<file path="config.mk">
export PLATFORM = sky130hd
export DESIGN_NAME = elevator_scan_controller_core_flat
export DESIGN_NICKNAME = d
export VERILOG_FILES = /design/src/rtl/core/esc_pkg.sv /design/src/rtl/core/esc_if.sv /design/src/rtl/core/esc_datapath.sv /design/src/rtl/core/esc_ctrl.sv /design/src/rtl/core/elevator_scan_controller_core.sv /design/src/flat_wrapper.sv
export VERILOG_INCLUDE_DIRS = /design/src /design/src/rtl/core
export SDC_FILE = /design/constraint.sdc
export NUM_CORES = 1
export LEC_CHECK = 0
export ABC_AREA = 0
export BUFFER_PORTS_ARGS = -buffer_cell sky130_fd_sc_hd__buf_2
export CAP_MARGIN = 20
export CORE_MARGIN = 2
export CORE_UTILIZATION = 35
export DETAILED_ROUTE_END_ITERATION = 8
export PLACE_DENSITY = 0.55
export SYNTH_ARGS = -nofsm -noshare
export SYNTH_HDL_FRONTEND = slang
export SYNTH_HIERARCHICAL = 1
export SYNTH_SLANG_ARGS = --single-unit
export TNS_END_PERCENT = 10
</file>
<file path="constraint.sdc">
create_clock -name clk -period 4.3 [get_ports clk]
set_input_delay 0.645 -clock clk [delete_from_list [all_inputs] [get_ports clk]]
set_output_delay 0.645 -clock clk [all_outputs]
set_load 0.01 [all_outputs]
</file>
<file path="src/rtl/core/elevator_scan_controller_core_defines.svh">
// assertion helpers shared by the elevator scan controller modules
`ifndef ELEVATOR_SCAN_CONTROLLER_CORE_DEFINES_SVH
`define ELEVATOR_SCAN_CONTROLLER_CORE_DEFINES_SVH

`ifndef SYNTHESIS
`define ESC_ASSERT_IMPL(label, clk, rst_n, ante, cons) \
    label: assert property (@(posedge clk) disable iff (!rst_n) (ante) |-> (cons)) \
        else $error("elevator scan controller: same-cycle check failed");
`define ESC_ASSERT_NEXT(label, clk, rst_n, ante, cons) \
    label: assert property (@(posedge clk) disable iff (!rst_n) (ante) |=> (cons)) \
        else $error("elevator scan controller: next-cycle check failed");
`else
`define ESC_ASSERT_IMPL(label, clk, rst_n, ante, cons)
`define ESC_ASSERT_NEXT(label, clk, rst_n, ante, cons)
`endif

`endif

</file>
<file path="src/rtl/core/esc_pkg.sv">
`default_nettype none

package esc_pkg;

    localparam int MAX_FLOORS = 16;
    localparam int FLOOR_W    = 5;
    localparam int IDX_W      = $clog2(MAX_FLOORS);
    localparam int TYPE_W     = 2;
    localparam int CODE_W     = 3;

    localparam logic [FLOOR_W-1:0] TOP_FLOOR_RESET = FLOOR_W'(13);
    localparam logic [FLOOR_W-1:0] FIRST_FLOOR     = FLOOR_W'(1);

    typedef enum logic [TYPE_W-1:0] {
        REQ_CALL    = 2'd0,
        REQ_MOVED   = 2'd1,
        REQ_CLOSING = 2'd2,
        REQ_CLOSED  = 2'd3
    } req_type_t;

    typedef enum logic [CODE_W-1:0] {
        MODE_STAYING = 3'd0,
        MODE_OPENING = 3'd1,
        MODE_CLOSING = 3'd2,
        MODE_SOLVING = 3'd3,
        MODE_RUNNING = 3'd4
    } mode_t;

    typedef enum logic [2:0] {
        S_IDLE,
        S_DECODE,
        S_CHECK,
        S_SCAN_SECOND,
        S_EMIT_RESULT,
        S_EMIT_SOLVING,
        S_EMIT_LAST
    } ctrl_state_t;

    typedef struct packed {
        logic      capture;
        logic      set_call;
        logic      clear_cabin;
        logic      flip_dir;
        logic      step_cabin;
        logic      set_mode;
        mode_t     mode_val;
        logic      emit;
        logic      emit_solving;
        logic      emit_last;
    } dp_cmd_t;

    typedef struct packed {
        req_type_t req_type;
        logic      call_ok;
        mode_t     mode;
        logic      cabin_called;
        logic      scan_hit;
        logic      out_free;
    } dp_status_t;

endpackage

`default_nettype wire

</file>
<file path="src/rtl/core/esc_if.sv">
`default_nettype none

interface esc_req_if;
    logic                            valid;
    logic                            ready;
    logic [esc_pkg::TYPE_W-1:0]      req_type;
    logic [esc_pkg::FLOOR_W-1:0]     call_floor;

    modport source (output valid, output req_type, output call_floor, input ready);
    modport sink   (input valid, input req_type, input call_floor, output ready);
endinterface

interface esc_evt_if;
    logic                            valid;
    logic                            ready;
    logic [esc_pkg::CODE_W-1:0]      event_code;
    logic [esc_pkg::FLOOR_W-1:0]     cabin_floor_out;
    logic                            direction_up;
    logic                            last_of_run;

    modport source (output valid, output event_code, output cabin_floor_out,
                    output direction_up, output last_of_run, input ready);
    modport sink   (input valid, input event_code, input cabin_floor_out,
                    input direction_up, input last_of_run, output ready);
endinterface

`default_nettype wire

</file>
<file path="src/rtl/core/esc_datapath.sv">
`default_nettype none

`include "elevator_scan_controller_core_defines.svh"

module esc_datapath (
    input  wire logic                        clk,
    input  wire logic                        rst_n,
    input  wire logic                        cfg_we,
    input  wire logic [esc_pkg::FLOOR_W-1:0] cfg_data,
    input  wire logic [esc_pkg::TYPE_W-1:0]  in_req_type,
    input  wire logic [esc_pkg::FLOOR_W-1:0] in_call_floor,
    input  wire esc_pkg::dp_cmd_t            cmd,
    output esc_pkg::dp_status_t              status,
    esc_evt_if.source                        evt
);

    logic [esc_pkg::TYPE_W-1:0]     req_type_reg;
    logic [esc_pkg::FLOOR_W-1:0]    call_floor_reg;
    logic [esc_pkg::FLOOR_W-1:0]    top_floor_reg;
    esc_pkg::mode_t                 mode_reg;
    logic [esc_pkg::MAX_FLOORS-1:0] call_bits_reg;
    logic [esc_pkg::MAX_FLOORS-1:0] call_bits_next;
    logic [esc_pkg::FLOOR_W-1:0]    cabin_reg;
    logic                           going_up_reg;

    logic                           out_valid_reg;
    logic [esc_pkg::CODE_W-1:0]     out_code_reg;
    logic [esc_pkg::FLOOR_W-1:0]    out_floor_reg;
    logic                           out_up_reg;
    logic                           out_last_reg;

    logic [esc_pkg::FLOOR_W-1:0]    scan_top;
    logic [esc_pkg::IDX_W-1:0]      cabin_idx;
    logic [esc_pkg::IDX_W-1:0]      call_idx;
    logic [esc_pkg::MAX_FLOORS-1:0] scan_mask;
    logic                           out_free;

    // calls and the upward scan stop at the lower of top_floor and the building height
    assign scan_top  = (32'(top_floor_reg) > esc_pkg::MAX_FLOORS)
                       ? esc_pkg::FLOOR_W'(esc_pkg::MAX_FLOORS) : top_floor_reg;
    assign cabin_idx = esc_pkg::IDX_W'(cabin_reg - esc_pkg::FIRST_FLOOR);
    assign call_idx  = esc_pkg::IDX_W'(call_floor_reg - esc_pkg::FIRST_FLOOR);
    assign out_free  = !out_valid_reg || evt.ready;

    // floors ahead of the cabin in the current direction, cabin floor included
    always_comb
    begin
        for (int i = 0; i < esc_pkg::MAX_FLOORS; i++)
        begin
            if (going_up_reg)
                scan_mask[i] = (esc_pkg::FLOOR_W'(i + 1) >= cabin_reg) &&
                               (esc_pkg::FLOOR_W'(i + 1) <= scan_top);
            else
                scan_mask[i] = (esc_pkg::FLOOR_W'(i + 1) <= cabin_reg);
        end
    end

    always_comb
    begin
        status.req_type     = esc_pkg::req_type_t'(req_type_reg);
        status.call_ok      = (call_floor_reg >= esc_pkg::FIRST_FLOOR) &&
                              (call_floor_reg <= scan_top);
        status.mode         = mode_reg;
        status.cabin_called = call_bits_reg[cabin_idx];
        status.scan_hit     = |(call_bits_reg & scan_mask);
        status.out_free     = out_free;
    end

    always_comb
    begin
        call_bits_next = call_bits_reg;
        if (cmd.set_call)
            call_bits_next[call_idx] = 1'b1;
        if (cmd.clear_cabin)
            call_bits_next[cabin_idx] = 1'b0;
    end

    always_ff @(posedge clk or negedge rst_n)
    begin
        if (!rst_n)
        begin
            top_floor_reg <= esc_pkg::TOP_FLOOR_RESET;
            mode_reg      <= esc_pkg::MODE_STAYING;
            call_bits_reg <= '0;
            cabin_reg     <= esc_pkg::FIRST_FLOOR;
            going_up_reg  <= 1'b1;
            out_valid_reg <= 1'b0;
        end
        else
        begin
            if (cfg_we)
                top_floor_reg <= cfg_data;
            if (cmd.set_mode)
                mode_reg <= cmd.mode_val;
            call_bits_reg <= call_bits_next;
            if (cmd.flip_dir)
                going_up_reg <= !going_up_reg;
            if (cmd.step_cabin)
                cabin_reg <= going_up_reg ? cabin_reg + esc_pkg::FIRST_FLOOR
                                          : cabin_reg - esc_pkg::FIRST_FLOOR;
            if (cmd.emit && out_free)
                out_valid_reg <= 1'b1;
            else if (evt.ready)
                out_valid_reg <= 1'b0;
        end
    end

    always_ff @(posedge clk)
    begin
        if (cmd.capture)
        begin
            req_type_reg   <= in_req_type;
            call_floor_reg <= in_call_floor;
        end
        if (cmd.emit && out_free)
        begin
            out_code_reg  <= cmd.emit_solving ? esc_pkg::MODE_SOLVING : mode_reg;
            out_floor_reg <= cabin_reg;
            out_up_reg    <= going_up_reg;
            out_last_reg  <= cmd.emit_last;
        end
    end

    assign evt.valid           = out_valid_reg;
    assign evt.event_code      = out_code_reg;
    assign evt.cabin_floor_out = out_floor_reg;
    assign evt.direction_up    = out_up_reg;
    assign evt.last_of_run     = out_last_reg;

    `ESC_ASSERT_IMPL(a_cabin_in_building, clk, rst_n, 1'b1, (cabin_reg >= esc_pkg::FIRST_FLOOR) && (32'(cabin_reg) <= esc_pkg::MAX_FLOORS))
    `ESC_ASSERT_IMPL(a_step_needs_hit, clk, rst_n, cmd.step_cabin, status.scan_hit && !status.cabin_called)
    `ESC_ASSERT_NEXT(a_step_moves_cabin, clk, rst_n, cmd.step_cabin, cabin_reg != $past(cabin_reg))

endmodule

`default_nettype wire

</file>
<file path="src/rtl/core/esc_ctrl.sv">
`default_nettype none

`include "elevator_scan_controller_core_defines.svh"

module esc_ctrl (
    input  wire logic                clk,
    input  wire logic                rst_n,
    input  wire logic                in_valid,
    output logic                     in_ready,
    input  wire esc_pkg::dp_status_t status,
    output esc_pkg::dp_cmd_t         cmd
);

    esc_pkg::ctrl_state_t state_reg;
    esc_pkg::ctrl_state_t state_next;

    always_ff @(posedge clk or negedge rst_n)
    begin
        if (!rst_n)
            state_reg <= esc_pkg::S_IDLE;
        else
            state_reg <= state_next;
    end

    always_comb
    begin
        state_next = state_reg;
        in_ready   = 1'b0;
        cmd        = '0;
        cmd.mode_val = esc_pkg::MODE_STAYING;

        unique case (state_reg)
            esc_pkg::S_IDLE:
            begin
                in_ready = 1'b1;
                if (in_valid)
                begin
                    cmd.capture = 1'b1;
                    state_next  = esc_pkg::S_DECODE;
                end
            end

            esc_pkg::S_DECODE:
            begin
                state_next = esc_pkg::S_IDLE;
                unique case (status.req_type)
                    esc_pkg::REQ_CALL:
                    begin
                        if (status.call_ok)
                        begin
                            cmd.set_call = 1'b1;
                            if (status.mode == esc_pkg::MODE_STAYING)
                                state_next = esc_pkg::S_CHECK;
                        end
                    end
                    esc_pkg::REQ_CLOSING:
                    begin
                        if (status.mode == esc_pkg::MODE_OPENING)
                        begin
                            cmd.set_mode = 1'b1;
                            cmd.mode_val = esc_pkg::MODE_CLOSING;
                            state_next   = esc_pkg::S_EMIT_LAST;
                        end
                    end
                    esc_pkg::REQ_MOVED, esc_pkg::REQ_CLOSED:
                    begin
                        if (status.mode == esc_pkg::MODE_STAYING ||
                            status.mode == esc_pkg::MODE_CLOSING ||
                            status.mode == esc_pkg::MODE_RUNNING)
                            state_next = esc_pkg::S_CHECK;
                    end
                endcase
            end

            // cabin floor called, else first scan pass in the current direction
            esc_pkg::S_CHECK:
            begin
                cmd.set_mode = 1'b1;
                if (status.cabin_called)
                begin
                    cmd.clear_cabin = 1'b1;
                    cmd.mode_val    = esc_pkg::MODE_OPENING;
                    state_next      = esc_pkg::S_EMIT_RESULT;
                end
                else if (status.scan_hit)
                begin
                    cmd.step_cabin = 1'b1;
                    cmd.mode_val   = esc_pkg::MODE_RUNNING;
                    state_next     = esc_pkg::S_EMIT_RESULT;
                end
                else
                begin
                    cmd.flip_dir = 1'b1;
                    cmd.mode_val = esc_pkg::MODE_SOLVING;
                    state_next   = esc_pkg::S_SCAN_SECOND;
                end
            end

            // reversed direction; a miss flips back and the cabin rests
            esc_pkg::S_SCAN_SECOND:
            begin
                cmd.set_mode = 1'b1;
                state_next   = esc_pkg::S_EMIT_RESULT;
                if (status.scan_hit)
                begin
                    cmd.step_cabin = 1'b1;
                    cmd.mode_val   = esc_pkg::MODE_RUNNING;
                end
                else
                begin
                    cmd.flip_dir = 1'b1;
                    cmd.mode_val = esc_pkg::MODE_STAYING;
                end
            end

            esc_pkg::S_EMIT_RESULT:
            begin
                cmd.emit = 1'b1;
                if (status.out_free)
                    state_next = esc_pkg::S_EMIT_SOLVING;
            end

            esc_pkg::S_EMIT_SOLVING:
            begin
                cmd.emit         = 1'b1;
                cmd.emit_solving = 1'b1;
                cmd.emit_last    = 1'b1;
                if (status.out_free)
                    state_next = esc_pkg::S_IDLE;
            end

            esc_pkg::S_EMIT_LAST:
            begin
                cmd.emit      = 1'b1;
                cmd.emit_last = 1'b1;
                if (status.out_free)
                    state_next = esc_pkg::S_IDLE;
            end

            default:
            begin
                state_next = esc_pkg::S_IDLE;
            end
        endcase
    end

    `ESC_ASSERT_IMPL(a_solving_follows_result, clk, rst_n, state_reg == esc_pkg::S_EMIT_SOLVING, $past(state_reg) == esc_pkg::S_EMIT_RESULT || $past(state_reg) == esc_pkg::S_EMIT_SOLVING)
    `ESC_ASSERT_NEXT(a_second_pass_ends, clk, rst_n, state_reg == esc_pkg::S_SCAN_SECOND, state_reg == esc_pkg::S_EMIT_RESULT && status.mode != esc_pkg::MODE_SOLVING)

endmodule

`default_nettype wire

</file>
<file path="src/rtl/core/elevator_scan_controller_core.sv">
// an input transaction is captured and decoded, then checked for a call at the cabin floor, else
// scanned ahead (a second pass when the scan reverses) before the first result is registered;
// doors closing goes from decode straight to its result. A new event is taken only in idle, after
// the controller sequence of decode, cabin check, up to two scan passes and two result transactions
// a result waits in an output register while the next event is taken
// reset (async, active low): staying, no calls, cabin at floor 1, up, top_floor 13, no result
`default_nettype none

module elevator_scan_controller_core (
    input  wire logic                        clk,
    input  wire logic                        rst_n,
    input  wire logic                        cfg_we,
    input  wire logic [esc_pkg::FLOOR_W-1:0] cfg_data,
    esc_req_if.sink                          req,
    esc_evt_if.source                        evt
);

    esc_pkg::dp_cmd_t    cmd;
    esc_pkg::dp_status_t status;

    esc_ctrl u_ctrl (
        .clk      (clk),
        .rst_n    (rst_n),
        .in_valid (req.valid),
        .in_ready (req.ready),
        .status   (status),
        .cmd      (cmd)
    );

    esc_datapath u_datapath (
        .clk           (clk),
        .rst_n         (rst_n),
        .cfg_we        (cfg_we),
        .cfg_data      (cfg_data),
        .in_req_type   (req.req_type),
        .in_call_floor (req.call_floor),
        .cmd           (cmd),
        .status        (status),
        .evt           (evt)
    );

endmodule

`default_nettype wire

</file>
<file path="src/flat_wrapper.sv">
// flat-port wrapper written by rule: the top's interface ports become plain ports
module elevator_scan_controller_core_flat 
  (clk, rst_n, cfg_we, cfg_data, req_valid, req_req_type, req_call_floor, req_ready, evt_valid, evt_event_code, evt_cabin_floor_out, evt_direction_up, evt_last_of_run, evt_ready);
  esc_req_if req_i ();
  esc_evt_if evt_i ();
  input  wire logic clk;
  input  wire logic rst_n;
  input  wire logic cfg_we;
  input  wire logic [esc_pkg::FLOOR_W-1:0] cfg_data;
  input wire logic [$bits(req_i.valid)-1:0] req_valid;
  input wire logic [$bits(req_i.req_type)-1:0] req_req_type;
  input wire logic [$bits(req_i.call_floor)-1:0] req_call_floor;
  output wire logic [$bits(req_i.ready)-1:0] req_ready;
  output wire logic [$bits(evt_i.valid)-1:0] evt_valid;
  output wire logic [$bits(evt_i.event_code)-1:0] evt_event_code;
  output wire logic [$bits(evt_i.cabin_floor_out)-1:0] evt_cabin_floor_out;
  output wire logic [$bits(evt_i.direction_up)-1:0] evt_direction_up;
  output wire logic [$bits(evt_i.last_of_run)-1:0] evt_last_of_run;
  input wire logic [$bits(evt_i.ready)-1:0] evt_ready;
  assign req_i.valid = req_valid;
  assign req_i.req_type = req_req_type;
  assign req_i.call_floor = req_call_floor;
  assign req_ready = req_i.ready;
  assign evt_valid = evt_i.valid;
  assign evt_event_code = evt_i.event_code;
  assign evt_cabin_floor_out = evt_i.cabin_floor_out;
  assign evt_direction_up = evt_i.direction_up;
  assign evt_last_of_run = evt_i.last_of_run;
  assign evt_i.ready = evt_ready;
  elevator_scan_controller_core u_core (.clk(clk), .rst_n(rst_n), .cfg_we(cfg_we), .cfg_data(cfg_data), .req(req_i), .evt(evt_i));
endmodule
</file>
**After elaboration in Yosys (flattened, before gate mapping)**

Cells that the tools add are included.

- Register bits: 51
- Output and inout port bits: 12
- Bits of input ports: 17
- Word-level logic and storage cells: 183

- Add/subtract/negate cells: 3
- Reduce and logical (&&, ||, !) cells: 34
- Equality and inequality tests: 15
- $lt $le $gt $ge: 55
- Bitwise operators: 4
- Multiplexer cells: 59

Operators with widths:

| cell | count |
|---|---|
| 4-bit by 5-bit <= comparator with 1-bit output (first input constant) | 16 |
| 4-bit by 5-bit >= comparator with 1-bit output (first input constant) | 8 |
| 3-bit by 5-bit <= comparator with 1-bit output (first input constant) | 8 |
| 1-bit 2-to-1 mux | 34 |
| 16-bit AND | 2 |
| 16-bit 2-to-1 mux | 2 |
| 3-bit 2-to-1 mux | 8 |
| 3-bit by 5-bit >= comparator with 1-bit output (first input constant) | 4 |
| 2-bit by 5-bit <= comparator with 1-bit output (first input constant) | 4 |
| 1-bit logical AND | 20 |
| 3-bit case mux with 6 select lines | 1 |
| 16-bit NOT | 1 |
| 16-bit bitwise OR | 1 |
| 16-bit OR reduction | 1 |
| 3-bit equality test (second input constant) | 4 |
| 4-bit case mux with 3 select lines | 1 |
| 2-bit by 5-bit >= comparator with 1-bit output (first input constant) | 2 |
| 1-bit by 5-bit <= comparator with 1-bit output (first input constant) | 2 |
| 5-bit <= comparator (first input constant) | 2 |
| 4-bit by 5-bit less-than comparator with 1-bit output (second input constant) | 2 |
| 5-bit 2-to-1 mux | 2 |
| 3-bit by 2-bit equality test with 1-bit output (second input constant) | 3 |
| 3-bit case mux with 3 select lines | 1 |
| 1-bit demux with 4-bit select | 2 |
| 26 further kinds | 39 |

**Logic depth before layout (Yosys ltp)**

- Depth in word-level cells: 10
- Mapped depth: 16
- Gate-level depth less buffers: 15

**By module**

Netlist, hierarchy kept.

Modules (own cells, without submodules):

| module | times used | cells an instance | area each (um^2) | sequential area each (um^2) |
|---|---|---|---|---|
| esc_datapath | 1 | 307 | 2965.3 | 1292.5 |
| esc_ctrl | 1 | 49 | 402.9 | 75.1 |

**Least setup slack after synthesis**

No wires, ideal clock.

- Path kind: reg-to-reg
- From: register u_core/u_datapath/cabin_reg[0] (netlist name)
- To: register u_core/u_datapath/cabin_reg[4] (netlist name)
- Arrival time: 3073 ps
- Period minus slack after synthesis: 3205 ps
- Slack: 1095 ps
- Data required time: 4168 ps
- Buffers on the path: 2
- Cell stages (with the launch flop): 11
- Library setup time: 132 ps
- Cell sequence: dfstp_2 > buf_2 > buf_2 > inv_1 > ha_1 > mux4_2 > mux4_2 > nand2b_1 > and4_1 > o21ai_0 > xnor2_1

RTL lines:

| what | RTL line | RTL |
|---|---|---|
| start, declared | esc_datapath.sv:23 | `logic [esc_pkg::FLOOR_W-1:0] cabin_reg;` |
| start signal, assigned | esc_datapath.sv:85 | `cabin_reg <= esc_pkg::FIRST_FLOOR;` |
| start signal, assigned | esc_datapath.sv:99 | `cabin_reg <= going_up_reg ? cabin_reg + esc_pkg::FIRST_FLOOR` |

==> impl_metrics.csv <==
group,metric,value,unit
place,port_buffers,28,
layout,num_antenna_cells,0,
logic_synthesis,syn_area_per_cell,9.461,sq um
grt,met3_usage,2.189,%
logic_synthesis,yosysWarnings,6,
layout,syn_to_final_growth,8.692,%
logic_synthesis,yosysSeqAreaShare,40.60,%
sta,setup_violations,0,
sta,tns,0,ps
worst_setup_path,cp_data_arrival_time,3640,ps
worst_setup_path,start_kind,"flop",
layout,regArea,1368,sq um
pwr,ir_worst_vdd,0.0002072,V
worst_setup_path,required,4520,ps
worst_setup_path,path_delay_family,"simple AND/OR/NAND/NOR gates",
floorplanning,die_area,10420,sq um
worst_setup_path,path_buf_inv,2,
clocking,clk_latency,300,ps
min_path,hp-class,"primary input to asynchronous set/reset pin",
floorplanning,die-width,102.1,microns
place,dp_hpwl,6194,microns
logic_synthesis,syn_inst,356,
pwr,p_per_area,688.1,nW/um^2
floorplanning,die_h,102.1,microns
worst_setup_path,crit_slowest_cell,"dfrtp_1",
grt,gr-usage-all-layers,17.13,%
routing,drcViolationCount,0,
run_status,status,"finished, final reports clean",
logic_synthesis,netlist_area,3368,sq um
layout,largest_reg_flops,16,
worst_setup_path,crit_path_frequent_cell,"a21oi_1",
clocking,clock-root-buffer,"clkbuf_8",
worst_setup_path,ff2ff_setup_slack,880,ps
clocking,clock_path_buffers,2,
grt,grt_max_degree,39,
sta,period_share,79.54,%
logic_synthesis,synth.distinct_cells,69,
layout,nNetsFinal,397,
clocking,htree_levels,2,
grt,grt.met2_usage,26.77,%
clocking,clk_pin_slew_worst_paths,100,ps
floorplanning,rows,35,
layout,final_util,39.43,%
logic_synthesis,ys.flop_type,"dfrtp_1",
clocking,cts_buffers,5,
logic_synthesis,synth-edff-count,17,
worst_setup_path,critical_path.cell_chain,"clkinv_1 -> nand2_1 -> ha_1 -> nor2b_1 -> o21a_1 -> o21ai_0 -> nand2b_1 -> a21oi_1 -> o22a_1 -> nand2b_1 -> nor4_1 -> clkbuf_2 -> nand2_1 -> nor2_1 -> a21oi_1 -> a21oi_1",
routing,vias_per_cell,5.839,
routing,firstDrtPassIters,5,
sta,hold_viol,0,
sta,max_freq,0.2924,GHz
worst_setup_path,rr_worst_depth,16,
routing,ant_nets,0,
grt,antenna_found_initial,0,
logic_synthesis,synth_nets,385,
grt,grt_pass1_wl,14160,microns
sta,grt_setup_unrepaired,"false",
sta,relSlewSlack,45.66,%
routing,drt-total-wl,8566,microns
routing,dr.first_iter.drc_count,235,
clocking,cts_resized,0,
grt,grt_pass1_vias,2670,
clocking,postCtsSetupBuffers,0,
layout,n_fill_cell,965,
worst_setup_path,cp_max_fo,10,
clocking,hold_buffers,0,
sta,finClkSkew,7.100,ps
pwr,leakagePower,1.425,nW
sta,finalMaxSlewViolations,0,
floorplanning,core_area,9284,sq um
sta,tightest_slew,815.1,ps
floorplanning,initial_utilization,36.28,%
sta,period_minus_slack,3420,ps
clocking,cts_sinks,51,
logic_synthesis,ys_ff_latch,51,
layout,multi_input_area,1837,sq um
worst_setup_path,crit_path_end_kind,"flop",
place,place_congestion,0.8923,
logic_synthesis,ys_async_sr_fraction,66.67,%
clocking,cts_tree,"done",
worst_setup_path,worstReg2RegStart,"u_core/u_datapath/top_floor_reg[4]",
worst_setup_path,worstSetupPathType,"flop to flop",
grt,overflow,0,
floorplanning,io-pin-count,29,
routing,wl_per_cell,17.20,microns
pwr,power,2.519,mW
worst_setup_path,cp_slowest_stage_delay,530,ps
layout,drive_above_1_share,17.34,%
routing,num_vias,2908,
worst_setup_path,r2r_end,"u_core/u_datapath/call_bits_reg[4]",
grt,top_usage_layer,"met2",
grt,gr-usage-met1,24.80,%
flow_run,cap_viol_max_count,0,
[synth_stat cells (all sizes together), types with 5 or more instances]
cell type | n | area, sq um
xnor2 | 6 | 52.55
nor2b | 10 | 62.56
nand2 | 23 | 86.33
nor3 | 9 | 45.04
ha | 12 | 150.1
dfrtp | 29 | 725.7
mux4 | 5 | 112.6
inv | 9 | 33.78
a41oi | 5 | 43.79
nor2 | 26 | 97.59
nand3 | 12 | 60.06
a21oi | 38 | 190.2
edfxtp | 17 | 510.5
a31oi | 6 | 37.54
nand2b | 12 | 75.07
mux2 | 7 | 78.83
clkbuf | 15 | 56.30
dfstp | 5 | 131.4
o21ai | 23 | 115.1
buf | 12 | 70.06
[report_power, final]
group / total, mW / internal [mW] / leakage (nW) / switching [mW]
logic: 1.20 / 0.531 / 0.782 / 0.669
registers: 1.04 / 0.692 / 0.598 / 0.348
clock network: 0.278 / 0.117 / 0.0454 / 0.161
total: 2.52 / 1.34 / 1.42 / 1.18
[placed cells by master, fill, tap and decap left out, drive strengths merged, types with 3 or more instances in the layout]
cell and instances:
buf 31, mux2 7, nand2b 12, and2 3
a21boi 3, xnor2 6, clkinv 3, xor2 4
or3 4, dfstp 5, nand2 23, a41oi 5
nor2b 10, inv 9, a311oi 3, ha 12
nor2 26, a32oi 3, a21oi 38, edfxtp 17
clkbuf 7, mux2i 3, nand4 3, nand3 12
a31oi 6, mux4 5, nor4 4, or2 3
o211ai 4, dfrtp 29, o21ai 23, nor3 9
[worst max-delay path by stage]
stage / from / to / slack, ps / depth (start not counted)
floorplan: u_core/u_datapath/cabin_reg[0] / u_core/u_datapath/cabin_reg[4] / 1100 / 10
global placement: u_core/u_datapath/top_floor_reg[4] / u_core/u_datapath/call_bits_reg[12] / 610 / 15
detailed placement: u_core/u_datapath/top_floor_reg[4] / u_core/u_datapath/call_bits_reg[4] / 570 / 15
CTS: u_core/u_datapath/top_floor_reg[4] / u_core/u_datapath/call_bits_reg[4] / 530 / 15
global route: u_core/u_datapath/top_floor_reg[4] / u_core/u_datapath/call_bits_reg[4] / 580 / 16
finish: u_core/u_datapath/top_floor_reg[4] / u_core/u_datapath/call_bits_reg[4] / 880 / 16
[per-stage QoR]
step / instances / hold WS [ps] / worst slack, ps / area, sq um
6_report: 498 / 414.9 / 879.8 / 3661
5_1_grt: 498 / 484.1 / 576.5 / 3661
4_1_cts: 497 / 443.9 / 529.2 / 3656
3_5_place_dp: 489 / 560.1 / 569.8 / 3566
3_3_place_gp: 489 / 563.9 / 614.9 / 3566
2_1_floorplan: 356 / 349.4 / 1095 / 3368
[per-layer routing]
metal / wire length (microns) / vias up
met4: 149 / 0
met3: 488 / 14
li1: - / 1358
met2: 3888 / 131
met5: 0 / -
met1: 4040 / 1405
[cell families (layout without fill, tap and decap cells)]
group                    Yosys count  after routing  share of synthesized area [%]
XOR/XNOR                          10             10                          2.600
adder cells (fa/ha/maj)           13             13                          4.755
multiplexers                      15             15                          6.575
AND/OR/NAND/NOR                  122            122                          19.91
buffers and inverters             37             50                          4.866
AO/OA/AOI/OAI                    108            108                          20.69
flip-flops                        51             51                          40.60
[worst register-to-register path, cell delays in order, from the launching register on]
cell and delay (ps):
dfrtp_1 530, clkinv_1 340, nand2_1 140, ha_1 240, nor2b_1 130, o21a_1 160, o21ai_0 140, nand2b_1 70
a21oi_1 170, o22a_1 210, nand2b_1 70, nor4_1 300, clkbuf_2 260, nand2_1 70, nor2_1 270, a21oi_1 110
a21oi_1 140
[cell type report]
type | count | area share (%)
multi-input combinational | 268 | 50.17
clock inverter | 2 | 0.4785
tap | 129 | 4.409
inverter | 10 | 1.025
timing repair buffer | 32 | 4.580
sequential | 51 | 37.35
clock buffer | 6 | 1.982
No activity file was read; power rests on OpenSTA's default activity.
